===== src/sv/hrt_pkg.sv =====
// hrt_pkg: sizes, operation codes and scan interface types of the history ring store
// used by the top level, the walker and the checker; depends on nothing
package hrt_pkg;

  localparam int HISTORY_DEPTH = 16;
  localparam int QUEUE_DEPTH   = 8;

  localparam int HA  = $clog2(HISTORY_DEPTH);
  localparam int HFW = $clog2(HISTORY_DEPTH + 1);
  localparam int QA  = $clog2(QUEUE_DEPTH);
  localparam int QPW = $clog2(2 * QUEUE_DEPTH);

  localparam int UID_W = 32;
  localparam int REC_W = 32;
  localparam int IDX_W = 4;
  localparam int CNT_W = 5;
  localparam int OP_W  = 4;

  localparam int IN_FIELDS_W  = UID_W + REC_W + IDX_W;
  localparam int IN_TDATA_W   = ((IN_FIELDS_W + 7) / 8) * 8;
  localparam int OUT_FIELDS_W = UID_W + REC_W + CNT_W;
  localparam int OUT_TDATA_W  = ((OUT_FIELDS_W + 7) / 8) * 8;

  typedef enum logic [OP_W-1:0] {
    OP_PUSH      = 4'd0,
    OP_RM_PHONE  = 4'd1,
    OP_RM_USER   = 4'd2,
    OP_READ_AT   = 4'd3,
    OP_COUNT     = 4'd4,
    OP_POP_PEND  = 4'd5,
    OP_POP_GONE  = 4'd6,
    OP_RESET_Q   = 4'd7,
    OP_CLEAR     = 4'd8
  } op_t;

  typedef enum logic [1:0] {
    SCAN_REMOVE = 2'd0,
    SCAN_READ   = 2'd1,
    SCAN_COUNT  = 2'd2
  } scan_mode_t;

  typedef struct packed {
    logic             start;
    scan_mode_t       mode;
    logic [HFW-1:0]   fill;
    logic [HA-1:0]    wp;
    logic [IDX_W-1:0] idx;
    logic [UID_W-1:0] uid;
  } scan_req_t;

  typedef struct packed {
    logic           done;
    logic           hit;
    logic [HA-1:0]  slot;
    logic [HFW-1:0] count;
  } scan_res_t;

  function automatic logic [QA-1:0] q_slot(input logic [QPW-1:0] p);
    logic [QA-1:0] s;
    if (p >= QPW'(QUEUE_DEPTH)) begin
      s = QA'(p - QPW'(QUEUE_DEPTH));
    end else begin
      s = QA'(p);
    end
    return s;
  endfunction

  function automatic logic [QPW-1:0] q_next(input logic [QPW-1:0] p);
    logic [QPW-1:0] n;
    if (p == QPW'(2 * QUEUE_DEPTH - 1)) begin
      n = '0;
    end else begin
      n = p + QPW'(1);
    end
    return n;
  endfunction

  function automatic logic q_full(input logic [QPW-1:0] wr, input logic [QPW-1:0] rd);
    logic [QPW:0] occ;
    if (wr >= rd) begin
      occ = (QPW+1)'(wr) - (QPW+1)'(rd);
    end else begin
      occ = (QPW+1)'(2 * QUEUE_DEPTH) - ((QPW+1)'(rd) - (QPW+1)'(wr));
    end
    return occ >= (QPW+1)'(QUEUE_DEPTH);
  endfunction

endpackage


===== src/sv/history_ring_with_tombstones_unit.sv =====
// history_ring_with_tombstones_unit: top level of the history ring store with
// pending and removed-uid queues; depends on hrt_pkg, hrt_ram and hrt_walker
//
// use: one item on the in_ channel carries an operation (in_tuser) and its uid,
// record handle and slot index (in_tdata); each item gives exactly one result item
// on the out_ channel with ok (out_tuser) and uid, record handle and live count.
// the block works on one item at a time: in_tready is high only while idle.
// push, queue reset, clear and unknown codes go from the exec state to the done state;
// a pop that finds an entry passes through a fetch state first. removal, indexed read
// and count walk the history newest first through one slot walker that reads one
// history ram entry per cycle, up to a full ring of 16; a read hit then goes to fetch.
// a result waits in the output register while out_tready is low; the next item is
// accepted meanwhile and its result is held back until the register frees.
// reset (rst_n low, synchronous) empties the history and both queues and drops
// any result in flight; no clearing pass follows, the block is ready next cycle.
module history_ring_with_tombstones_unit (
  input  logic                               clk,
  input  logic                               rst_n,
  input  logic                               in_tvalid,
  output logic                               in_tready,
  input  logic [hrt_pkg::IN_TDATA_W-1:0]     in_tdata,  // uid, record_handle, slot_index, zero pad
  input  logic [hrt_pkg::OP_W-1:0]           in_tuser,  // operation
  output logic                               out_tvalid,
  input  logic                               out_tready,
  output logic [hrt_pkg::OUT_TDATA_W-1:0]    out_tdata, // uid_out, record_out, live_count, zero pad
  output logic [0:0]                         out_tuser  // ok
);
  import hrt_pkg::*;

  typedef enum logic [4:0] {
    ST_IDLE  = 5'b00001,
    ST_EXEC  = 5'b00010,
    ST_SCAN  = 5'b00100,
    ST_FETCH = 5'b01000,
    ST_DONE  = 5'b10000
  } state_t;

  state_t state_r, state_nxt;

  op_t              op_r;
  logic [UID_W-1:0] uid_r;
  logic [REC_W-1:0] rec_r;
  logic [IDX_W-1:0] idx_r;

  logic [HA-1:0]            wp_r, wp_nxt;
  logic [HFW-1:0]           fill_r, fill_nxt;
  logic [HISTORY_DEPTH-1:0] live_r, live_nxt;
  logic [QPW-1:0]           pend_wr_r, pend_wr_nxt, pend_rd_r, pend_rd_nxt;
  logic [QPW-1:0]           gone_wr_r, gone_wr_nxt, gone_rd_r, gone_rd_nxt;

  logic             res_ok_r, res_ok_nxt;
  logic [UID_W-1:0] res_uid_r, res_uid_nxt;
  logic [REC_W-1:0] res_rec_r, res_rec_nxt;
  logic [CNT_W-1:0] res_cnt_r, res_cnt_nxt;

  logic                   out_valid_r, out_valid_nxt;
  logic [OUT_TDATA_W-1:0] out_data_r;
  logic                   out_ok_r;
  logic                   out_load;

  logic hist_we, pend_we, gone_we;
  logic [2*UID_W-1:0] hist_rdata, pend_rdata;
  logic [UID_W-1:0]   gone_rdata;

  scan_req_t     scan_req;
  scan_res_t     scan_res;
  logic [HA-1:0] walk_slot, walk_stage_slot;

  logic accept;

  assign in_tready  = (state_r == ST_IDLE);
  assign accept     = in_tvalid && in_tready;
  assign out_tvalid = out_valid_r;
  assign out_tdata  = out_data_r;
  assign out_tuser  = out_ok_r;

  hrt_ram #(.WIDTH(UID_W + REC_W), .DEPTH(HISTORY_DEPTH)) u_hist_ram (
    .clk   (clk),
    .we    (hist_we),
    .waddr (wp_r),
    .wdata ({rec_r, uid_r}),
    .raddr (walk_slot),
    .rdata (hist_rdata)
  );

  hrt_ram #(.WIDTH(UID_W + REC_W), .DEPTH(QUEUE_DEPTH)) u_pend_ram (
    .clk   (clk),
    .we    (pend_we),
    .waddr (q_slot(pend_wr_r)),
    .wdata ({rec_r, uid_r}),
    .raddr (q_slot(pend_rd_r)),
    .rdata (pend_rdata)
  );

  hrt_ram #(.WIDTH(UID_W), .DEPTH(QUEUE_DEPTH)) u_gone_ram (
    .clk   (clk),
    .we    (gone_we),
    .waddr (q_slot(gone_wr_r)),
    .wdata (uid_r),
    .raddr (q_slot(gone_rd_r)),
    .rdata (gone_rdata)
  );

  hrt_walker u_walker (
    .clk           (clk),
    .rst_n         (rst_n),
    .req           (scan_req),
    .live_at_slot  (live_r[walk_slot]),
    .live_at_stage (live_r[walk_stage_slot]),
    .ram_uid       (hist_rdata[UID_W-1:0]),
    .slot          (walk_slot),
    .stage_slot    (walk_stage_slot),
    .res           (scan_res)
  );

  always_comb begin
    scan_req.fill = fill_r;
    scan_req.wp   = wp_r;
    scan_req.idx  = idx_r;
    scan_req.uid  = uid_r;
    scan_req.start = 1'b0;
    scan_req.mode  = SCAN_REMOVE;
    if (state_r == ST_EXEC) begin
      case (op_r) inside
        OP_RM_PHONE, OP_RM_USER: begin
          scan_req.start = 1'b1;
        end
        OP_READ_AT: begin
          scan_req.start = 1'b1;
          scan_req.mode  = SCAN_READ;
        end
        OP_COUNT: begin
          scan_req.start = 1'b1;
          scan_req.mode  = SCAN_COUNT;
        end
        default: begin
          scan_req.start = 1'b0;
        end
      endcase
    end
  end

  always_comb begin
    state_nxt   = state_r;
    wp_nxt      = wp_r;
    fill_nxt    = fill_r;
    live_nxt    = live_r;
    pend_wr_nxt = pend_wr_r;
    pend_rd_nxt = pend_rd_r;
    gone_wr_nxt = gone_wr_r;
    gone_rd_nxt = gone_rd_r;
    res_ok_nxt  = res_ok_r;
    res_uid_nxt = res_uid_r;
    res_rec_nxt = res_rec_r;
    res_cnt_nxt = res_cnt_r;
    hist_we     = 1'b0;
    pend_we     = 1'b0;
    gone_we     = 1'b0;
    out_load    = 1'b0;

    unique case (state_r)
      ST_IDLE: begin
        if (accept) begin
          state_nxt = ST_EXEC;
        end
      end
      ST_EXEC: begin
        res_ok_nxt  = 1'b0;
        res_uid_nxt = '0;
        res_rec_nxt = '0;
        res_cnt_nxt = '0;
        state_nxt   = ST_DONE;
        unique case (op_r) inside
          OP_PUSH: begin
            hist_we        = 1'b1;
            live_nxt[wp_r] = 1'b1;
            if (wp_r == HA'(HISTORY_DEPTH - 1)) begin
              wp_nxt = '0;
            end else begin
              wp_nxt = wp_r + HA'(1);
            end
            if (fill_r < HFW'(HISTORY_DEPTH)) begin
              fill_nxt = fill_r + HFW'(1);
            end
            if (q_full(pend_wr_r, pend_rd_r)) begin
              pend_rd_nxt = q_next(pend_rd_r);
            end
            pend_we     = 1'b1;
            pend_wr_nxt = q_next(pend_wr_r);
            res_ok_nxt  = 1'b1;
          end
          OP_RM_PHONE: begin
            if (q_full(gone_wr_r, gone_rd_r)) begin
              gone_rd_nxt = q_next(gone_rd_r);
            end
            gone_we     = 1'b1;
            gone_wr_nxt = q_next(gone_wr_r);
            state_nxt   = ST_SCAN;
          end
          OP_RM_USER, OP_READ_AT, OP_COUNT: begin
            state_nxt = ST_SCAN;
          end
          OP_POP_PEND: begin
            if (pend_rd_r != pend_wr_r) begin
              pend_rd_nxt = q_next(pend_rd_r);
              state_nxt   = ST_FETCH;
            end
          end
          OP_POP_GONE: begin
            if (gone_rd_r != gone_wr_r) begin
              gone_rd_nxt = q_next(gone_rd_r);
              state_nxt   = ST_FETCH;
            end
          end
          OP_RESET_Q: begin
            pend_rd_nxt = pend_wr_r;
            gone_rd_nxt = gone_wr_r;
            res_ok_nxt  = 1'b1;
          end
          OP_CLEAR: begin
            live_nxt    = '0;
            fill_nxt    = '0;
            wp_nxt      = '0;
            pend_rd_nxt = pend_wr_r;
            gone_rd_nxt = gone_wr_r;
            res_ok_nxt  = 1'b1;
          end
          default: begin
            res_ok_nxt = 1'b0;
          end
        endcase
      end
      ST_SCAN: begin
        if (scan_res.done) begin
          state_nxt = ST_DONE;
          case (op_r)
            OP_READ_AT: begin
              if (scan_res.hit) begin
                state_nxt = ST_FETCH;
              end
            end
            OP_COUNT: begin
              res_ok_nxt  = 1'b1;
              res_cnt_nxt = CNT_W'(scan_res.count);
            end
            default: begin
              res_ok_nxt = scan_res.hit;
              if (scan_res.hit) begin
                live_nxt[scan_res.slot] = 1'b0;
              end
            end
          endcase
        end
      end
      ST_FETCH: begin
        state_nxt  = ST_DONE;
        res_ok_nxt = 1'b1;
        case (op_r)
          OP_READ_AT: begin
            res_uid_nxt = hist_rdata[UID_W-1:0];
            res_rec_nxt = hist_rdata[UID_W +: REC_W];
          end
          OP_POP_PEND: begin
            res_uid_nxt = pend_rdata[UID_W-1:0];
            res_rec_nxt = pend_rdata[UID_W +: REC_W];
          end
          default: begin
            res_uid_nxt = gone_rdata;
          end
        endcase
      end
      ST_DONE: begin
        if (!out_valid_r || out_tready) begin
          out_load  = 1'b1;
          state_nxt = ST_IDLE;
        end
      end
      default: begin
        state_nxt = ST_IDLE;
      end
    endcase
  end

  always_comb begin
    out_valid_nxt = out_valid_r;
    if (out_load) begin
      out_valid_nxt = 1'b1;
    end else if (out_tready) begin
      out_valid_nxt = 1'b0;
    end
  end

  always_ff @(posedge clk) begin
    if (!rst_n) begin
      state_r     <= ST_IDLE;
      wp_r        <= '0;
      fill_r      <= '0;
      live_r      <= '0;
      pend_wr_r   <= '0;
      pend_rd_r   <= '0;
      gone_wr_r   <= '0;
      gone_rd_r   <= '0;
      out_valid_r <= 1'b0;
    end else begin
      state_r     <= state_nxt;
      wp_r        <= wp_nxt;
      fill_r      <= fill_nxt;
      live_r      <= live_nxt;
      pend_wr_r   <= pend_wr_nxt;
      pend_rd_r   <= pend_rd_nxt;
      gone_wr_r   <= gone_wr_nxt;
      gone_rd_r   <= gone_rd_nxt;
      out_valid_r <= out_valid_nxt;
    end
  end

  always_ff @(posedge clk) begin
    if (accept) begin
      op_r  <= op_t'(in_tuser);
      uid_r <= in_tdata[UID_W-1:0];
      rec_r <= in_tdata[UID_W +: REC_W];
      idx_r <= in_tdata[UID_W + REC_W +: IDX_W];
    end
    res_ok_r  <= res_ok_nxt;
    res_uid_r <= res_uid_nxt;
    res_rec_r <= res_rec_nxt;
    res_cnt_r <= res_cnt_nxt;
    if (out_load) begin
      out_ok_r   <= res_ok_r;
      out_data_r <= OUT_TDATA_W'({res_cnt_r, res_rec_r, res_uid_r});
    end
  end

endmodule


===== src/sv/hrt_ram.sv =====
// hrt_ram: generic single write port, single read port ram with registered read
// no dependencies
module hrt_ram #(
  parameter int WIDTH = 32,
  parameter int DEPTH = 16
) (
  input  logic                     clk,
  input  logic                     we,
  input  logic [$clog2(DEPTH)-1:0] waddr,
  input  logic [WIDTH-1:0]         wdata,
  input  logic [$clog2(DEPTH)-1:0] raddr,
  output logic [WIDTH-1:0]         rdata
);

  logic [WIDTH-1:0] mem_r [DEPTH];
  logic [WIDTH-1:0] rdata_r;

  always_ff @(posedge clk) begin
    if (we) begin
      mem_r[waddr] <= wdata;
    end
    rdata_r <= mem_r[raddr];
  end

  assign rdata = rdata_r;

endmodule


===== src/sv/hrt_walker.sv =====
// hrt_walker: walks history slots newest first, one slot per cycle, for removal,
// indexed read and count; depends on hrt_pkg
module hrt_walker (
  input  logic                           clk,
  input  logic                           rst_n,
  input  hrt_pkg::scan_req_t             req,
  input  logic                           live_at_slot,
  input  logic                           live_at_stage,
  input  logic [hrt_pkg::UID_W-1:0]      ram_uid,
  output logic [hrt_pkg::HA-1:0]         slot,
  output logic [hrt_pkg::HA-1:0]         stage_slot,
  output hrt_pkg::scan_res_t             res
);
  import hrt_pkg::*;

  logic             busy_r, busy_nxt;
  scan_mode_t       mode_r;
  logic [HFW-1:0]   fill_r;
  logic [IDX_W-1:0] idx_r;
  logic [UID_W-1:0] uid_r;
  logic [HFW-1:0]   step_r, step_nxt;
  logic [HA-1:0]    slot_r, slot_nxt;
  logic [HFW-1:0]   tally_r, tally_nxt;
  logic             stg_v_r, stg_v_nxt;
  logic [HA-1:0]    stg_slot_r;

  logic issue;
  logic match;
  logic read_hit;
  logic done;

  assign issue    = busy_r && (step_r < fill_r);
  assign match    = stg_v_r && live_at_stage && (ram_uid == uid_r);
  assign read_hit = (mode_r == SCAN_READ) && issue && live_at_slot &&
                    (32'(tally_r) == 32'(idx_r));
  assign done     = busy_r && (match || read_hit || (!issue && !stg_v_r));

  assign slot       = slot_r;
  assign stage_slot = stg_slot_r;
  assign res.done   = done;
  assign res.hit    = match || read_hit;
  assign res.slot   = match ? stg_slot_r : slot_r;
  assign res.count  = tally_r;

  always_comb begin
    busy_nxt  = busy_r;
    step_nxt  = step_r;
    slot_nxt  = slot_r;
    tally_nxt = tally_r;
    stg_v_nxt = stg_v_r;
    if (req.start) begin
      busy_nxt  = 1'b1;
      step_nxt  = '0;
      tally_nxt = '0;
      stg_v_nxt = 1'b0;
      if (req.wp == '0) begin
        slot_nxt = HA'(HISTORY_DEPTH - 1);
      end else begin
        slot_nxt = req.wp - HA'(1);
      end
    end else if (busy_r) begin
      if (done) begin
        busy_nxt  = 1'b0;
        stg_v_nxt = 1'b0;
      end else if (issue) begin
        step_nxt = step_r + HFW'(1);
        if (slot_r == '0) begin
          slot_nxt = HA'(HISTORY_DEPTH - 1);
        end else begin
          slot_nxt = slot_r - HA'(1);
        end
        if (mode_r != SCAN_REMOVE) begin
          tally_nxt = tally_r + HFW'(live_at_slot);
        end
        stg_v_nxt = (mode_r == SCAN_REMOVE) && live_at_slot;
      end else begin
        stg_v_nxt = 1'b0;
      end
    end
  end

  always_ff @(posedge clk) begin
    if (!rst_n) begin
      busy_r  <= 1'b0;
      stg_v_r <= 1'b0;
    end else begin
      busy_r  <= busy_nxt;
      stg_v_r <= stg_v_nxt;
    end
  end

  always_ff @(posedge clk) begin
    step_r     <= step_nxt;
    slot_r     <= slot_nxt;
    tally_r    <= tally_nxt;
    stg_slot_r <= slot_r;
    if (req.start) begin
      mode_r <= req.mode;
      fill_r <= req.fill;
      idx_r  <= req.idx;
      uid_r  <= req.uid;
    end
  end

endmodule


===== config.mk =====
export PLATFORM = sky130hd
export DESIGN_NAME = history_ring_with_tombstones_unit
export DESIGN_NICKNAME = d
export VERILOG_FILES = /design/src/sv/hrt_pkg.sv /design/src/sv/history_ring_with_tombstones_unit.sv /design/src/sv/hrt_ram.sv /design/src/sv/hrt_walker.sv
export SDC_FILE = /design/constraint.sdc
export NUM_CORES = 2
export LEC_CHECK = 0
export BUFFER_PORTS_ARGS = -buffer_cell sky130_fd_sc_hd__buf_2
export CAP_MARGIN = 0
export CORE_MARGIN = 2
export CORE_UTILIZATION = 35
export DETAILED_ROUTE_END_ITERATION = 10
export GPL_ROUTABILITY_DRIVEN = 0
export PLACE_DENSITY = 0.59
export SYNTH_ARGS = -nofsm -noshare
export SYNTH_HDL_FRONTEND = slang
export SYNTH_SLANG_ARGS = --single-unit

===== constraint.sdc =====
create_clock -name clk -period 10.19 [get_ports clk]
set_clock_uncertainty 0.05 [all_clocks]
set_input_delay 2.038 -clock clk [delete_from_list [all_inputs] [get_ports clk]]
set_output_delay 2.038 -clock clk [all_outputs]
set_load 0.05 [all_outputs]

# Word level (Yosys, flattened, before mapping)
# Memory sizes are Yosys's and may differ from the RTL's. A register that Yosys moved wholly into a read port is not among the register bits.
# Cells that the tools add are included.
# word_totals
word_cells	255
memories	3
ramBits	1792
register_bits	322
in_bits	80
# classes
n_reduce_logical	54
order_cmp	16
addsub	20
muxes	88
eq_ne	38
bitwise_logic	6
# memory_table
memory	depth	word_bits	rd	rd_clocked_by_memory_dff	write_ports	line	rtl
u_hist_ram.mem_r	16	64	1	1	1	hrt_ram.sv:15	logic [WIDTH-1:0] mem_r [DEPTH];
u_pend_ram.mem_r	8	64	1	1	1	hrt_ram.sv:15	
u_gone_ram.mem_r	8	32	1	1	1	hrt_ram.sv:15	
# op_table
op	n
32-bit one-hot mux with 2 select lines	4
5-bit two-way mux	16
4-bit two-way mux	16
16-bit one-hot mux with 2 select lines	2
16-bit two-way mux	3
32-bit equality test	1
1-bit two-way mux	26
5-bit one-hot mux with 5 select lines	1
4-bit equality test (second input constant)	6
4-bit one-hot mux with 3 select lines	2
4-bit by 1-bit adder with 4-bit output (second input constant)	5
4-bit by 5-bit < comparator with 1-bit output (second input constant)	4
5-bit one-hot mux with 2 select lines	2
4-bit by 4-bit subtractor with 5-bit output	4
3-bit AND reduction	6
16-bit AND	1
4-bit by 3-bit equality test with 1-bit output (second input constant)	4
4-bit greater-or-equal comparator (second input constant)	4
16-bit inverter	1
16-bit OR	1
3-bit two-way mux	5
5-bit one-hot mux with 3 select lines	1
2-bit by 1-bit != test with 1-bit output (second input constant)	7
2-bit nonzero test	7
42 further kinds	93

# Logic depth before layout (Yosys ltp)
# depth
depth_word	15
mapped_depth	12
mapped_depth_nobuf	9

# Modules after synthesis
# From an unflattened synthesis, not the netlist that was laid out.
# unflattened
hier_cells	3932
area_unflattened_um2	84288.3
# modules_own_cells
module	n_inst	cells_each	area_each_um2
hrt_ram at u_hist_ram	1	1647	39581.7
hrt_ram at u_pend_ram	1	816	20547.2
history_ring_with_tombstones_unit	1	810	10714.0
hrt_ram at u_gone_ram	1	415	10466.3
hrt_walker	1	244	2979.1

# Worst setup path after synthesis
# No wires, ideal clock.
# synth_timing
kind	register to register
from	register op_r[1]
to	memory u_pend_ram.mem_r[0][0] (netlist bit), enable pin
setup_ps	644
slack_ps	2052
synth_period_minus_slack_ps	8138
stages_incl_launch_ff	6
arrival_time_ps	7444
path_cell_list	edfxtp_1 > clkbuf_1 > nor3_2 > nor2b_1 > nand2_1 > nor4_1
# synth_between
elab_chain_cells	5
# synth_lines
element	line	rtl
from (decl)	history_ring_with_tombstones_unit.sv:40	op_t op_r;
from (signal assigned)	history_ring_with_tombstones_unit.sv:319	op_r <= op_t'(in_tuser);
4-bit logical NOT (no source line)	n/a	
1-bit two-way mux	history_ring_with_tombstones_unit.sv:173	unique case (op_r) inside
1-bit two-way mux	history_ring_with_tombstones_unit.sv:161	unique case (state_r)
1-bit two-way mux	hrt_ram.sv:19	if (we) begin
1-bit two-way mux (implied by the code)	hrt_ram.sv:20	mem_r[waddr] <= wdata;
to (decl)	hrt_ram.sv:15	
# Every way passes these cells.

# Worst setup path after layout
# layout_timing
from	register op_r[1]
to	memory u_pend_ram.mem_r[6][46] (netlist bit), enable pin
# The elaborated chain is that of the path after synthesis.

==> flow_summary.json <==
{
  "cts_buffers": 213,
  "final_common_cell": "edfxtp_1",
  "syn_area_um2": 84000,
  "worstHoldStart": "res_uid_r[14]$_SDFFCE_PN0N_",
  "hpwlAfterDp_um": 102000,
  "gr-total-overflow": 0,
  "final_cell_mix": "edfxtp_1, mux4_2, nand2_1",
  "fill_cells": 21000,
  "placementRows": 179,
  "start_kind": "flip-flop",
  "clock.fmax_mhz": 228,
  "firstDrtPassIters": 6,
  "switching_share": 0.203,
  "critPathMaxFanout": 37,
  "seq_power_share": 0.560,
  "synth_edf_count": 2051,
  "postSynthCellCount": 3987,
  "ctsHtreeMaxLevel": 4,
  "cts_sinks": 2274,
  "cts-root-buf": "clkbuf_16",
  "drc": 0,
  "setup_viol": 0,
  "reg2reg_to": "u_pend_ram.mem_r[6][46]$_DFFE_PP_",
  "num_vias": 39000,
  "wire_per_inst_um": 25.6,
  "antenna_found_initial": 18,
  "grt.total_usage": 0.158,
  "synthDistinctLibCells": 76,
  "yosysSeqAreaShare": 0.786,
  "synth_ff_type": "edfxtp_1",
  "cts_resized": 0,
  "timing_hold_violations_final": 0,
  "fin_crit_sh": 0.431,
  "critPathCaptureType": "flip-flop",
  "ys_warn_count": 0,
  "grt_first_pass_wirelength_um": 281000,
  "worst_pin_slew_ps": 1360,
  "status": "finished, final reports clean",
  "p_leak_nw": 30.3,
  "port_buffers": 147,
  "die_area_um2": 244000,
  "rr_startpoint": "op_r[1]$_DFFE_PP_",
  "cts_tree": "yes",
  "slew_violations": 0,
  "min_path_cells": 0,
  "multi_input_area_um2": 17200,
  "finalNetCount": 4327,
  "slew_headroom": 0.0946,
  "via_per_inst": 5.14,
  "cts_setup_buffers": 0,
  "p_clk_frac": 0.429,
  "grt_pass1_vias": 39700,
  "crit_required_ps": 10600,
  "final.min_clock_period_ps": 4390,
  "crit_type": "flip-flop to flip-flop",
  "die-width_um": 494,
  "layout-drive-gt1-share": 0.257,
  "area_delta_synth_final_pct": 14.1,
  "clock_path_buffers": 3,
  "arrival_ps": 4790,
  "clkTransAtPathRegs_ps": 60,
  "drt-initial-drc-count": 3648,
  "initial_core_util": 0.353,
  "io_pins": 155,
  "fin_tns_setup_ps": 0,
  "final_util": 0.402,
  "hold_class": "flip-flop to flip-flop",
  "power.density_nw_per_um2": 195,
  "die_y_um": 494,
  "drv_cap": 0,
  "seq_area_um2": 66100,
  "ys_ff_latch": 2274,
  "async_reset_ff_frac": 0,
  "vdd_drop_max_mv": 0.181,
  "grt_setup_unrepaired": "no",
  "p_switching_mw": 3.78,
  "share_comb_of_total_power": 0.012,
  "core_um2": 238000,
  "holdBufCountCts": 0,
  "clk_latency_ps": 850,
  "rr_worst_depth": 6,
  "reg2reg_slack_ps": 5800,
  "min_to": "out_tdata[14]$_DFFE_PP_",
  "syn_area_per_cell_um2": 21.1,
  "internal_power_mw": 14.9,
  "grt_max_degree": 137,
  "postRouteAntennaNets": 0,
  "routed_wl_um": 194000
}
per-layer routing:
| layer | up-vias | global-route usage | part of all wire |
|---|---|---|---|
| met2 | 1191 | 0.257 | 0.49 |
| met5 | - | 0 | 0.00018 |
| li1 | 16700 | - | - |
| met1 | 20800 | 0.216 | 0.43 |
| met4 | 6 | 0.0411 | 0.022 |
| met3 | 257 | 0.0315 | 0.061 |
layout make-up:
class | instances | area share
Sequential cell | 2274 | 0.689
Antenna cell | 6 | 0.000157
Inverter | 35 | 0.00146
Clock inverter | 107 | 0.0123
Tap cell | 3167 | 0.0413
Clock buffer | 298 | 0.0623
Timing Repair Buffer | 221 | 0.0140
Multi-Input combinational cell | 1474 | 0.179
cell families (layout without fill, tap and decap cells):
group / count (synthesis) / in the layout / share of synthesized area
multiplexers: 529 / 529 / 0.140
adder cells (fa/ha/maj): 28 / 28 / 0.00435
flip-flops: 2274 / 2274 / 0.786
other: 1 / 9 / 0.0000446
buffers and inverters: 241 / 661 / 0.0119
XOR/XNOR: 48 / 48 / 0.00500
AO/OA/AOI/OAI: 244 / 244 / 0.0197
AND/OR/NAND/NOR: 622 / 622 / 0.0323
cells in the mapped netlist, types with 21 or more instances:
cell type | instances | area (um2)
inv_1 | 31 | 116
nand2_1 | 426 | 1600
nor2_1 | 53 | 199
a21oi_1 | 91 | 455
nand3_1 | 21 | 105
xnor2_1 | 37 | 324
mux4_2 | 519 | 11700
edfxtp_1 | 2051 | 61600
buf_2 | 48 | 240
a22oi_1 | 36 | 270
buf_1 | 32 | 120
dfxtp_1 | 223 | 4460
ha_1 | 26 | 325
clkbuf_1 | 119 | 447
worst max path at each step:
stage | endpoint | start | slack, ps | cells past startpoint
2_1_floorplan | u_pend_ram.mem_r[0][0]$_DFFE_PP_ | op_r[1]$_DFFE_PP_ | 2050 | 5
3_3_place_gp | u_pend_ram.mem_r[6][48]$_DFFE_PP_ | op_r[1]$_DFFE_PP_ | 5850 | 6
3_5_place_dp | u_pend_ram.mem_r[6][47]$_DFFE_PP_ | state_r[4]$_SDFFE_PN0P_ | 5800 | 8
4_1_cts | u_pend_ram.mem_r[6][46]$_DFFE_PP_ | state_r[4]$_SDFFE_PN0P_ | 5740 | 8
5_1_grt | u_pend_ram.mem_r[6][46]$_DFFE_PP_ | state_r[4]$_SDFFE_PN0P_ | 5470 | 8
6_report | u_pend_ram.mem_r[6][46]$_DFFE_PP_ | op_r[1]$_DFFE_PP_ | 5800 | 6
through the flow:
step           cells  hold slack [ps]  worst slack (ps)  cell area [um2]  power (mW)
2_1_floorplan   3989              296              2050            84000        10.7
3_3_place_gp    7171              351              5850            88700        10.8
3_5_place_dp    7171              355              5800            88700        10.9
4_1_cts         7576              354              5740            95800        18.8
5_1_grt         7577              371              5470            95800        19.2
6_report        7582              335              5800            95800        18.7
state kept, by name, indices dropped and copies added (netlist names), 16 cells and up:
register	count
live_r	16
out_tdata	69
rec_r	32
res_rec_r	32
res_uid_r	32
u_gone_ram.mem_r	256
u_gone_ram.rdata	32
u_hist_ram.mem_r	1024
u_hist_ram.rdata	64
u_pend_ram.mem_r	512
u_pend_ram.rdata	64
u_walker.uid_r	32
uid_r	32
worst max-delay path, cell delays in order, from the launching register on:
cell,delay [ps]
edfxtp_1,560
nor3_2,460
nand2b_1,270
nor2_2,620
nand2_1,320
nor2_4,890
buf_4,760
power groups by stage:
stage / Sequential (mW) / Clock [mW] / Combinational, mW
floorplan: 10.5 / 0 / 0.130
global placement: 10.6 / 0 / 0.224
detailed placement: 10.6 / 0 / 0.225
CTS: 10.4 / 8.17 / 0.226
global route: 10.5 / 8.53 / 0.238
finish: 10.4 / 8.00 / 0.219
Power figures use the tool's default switching activity.
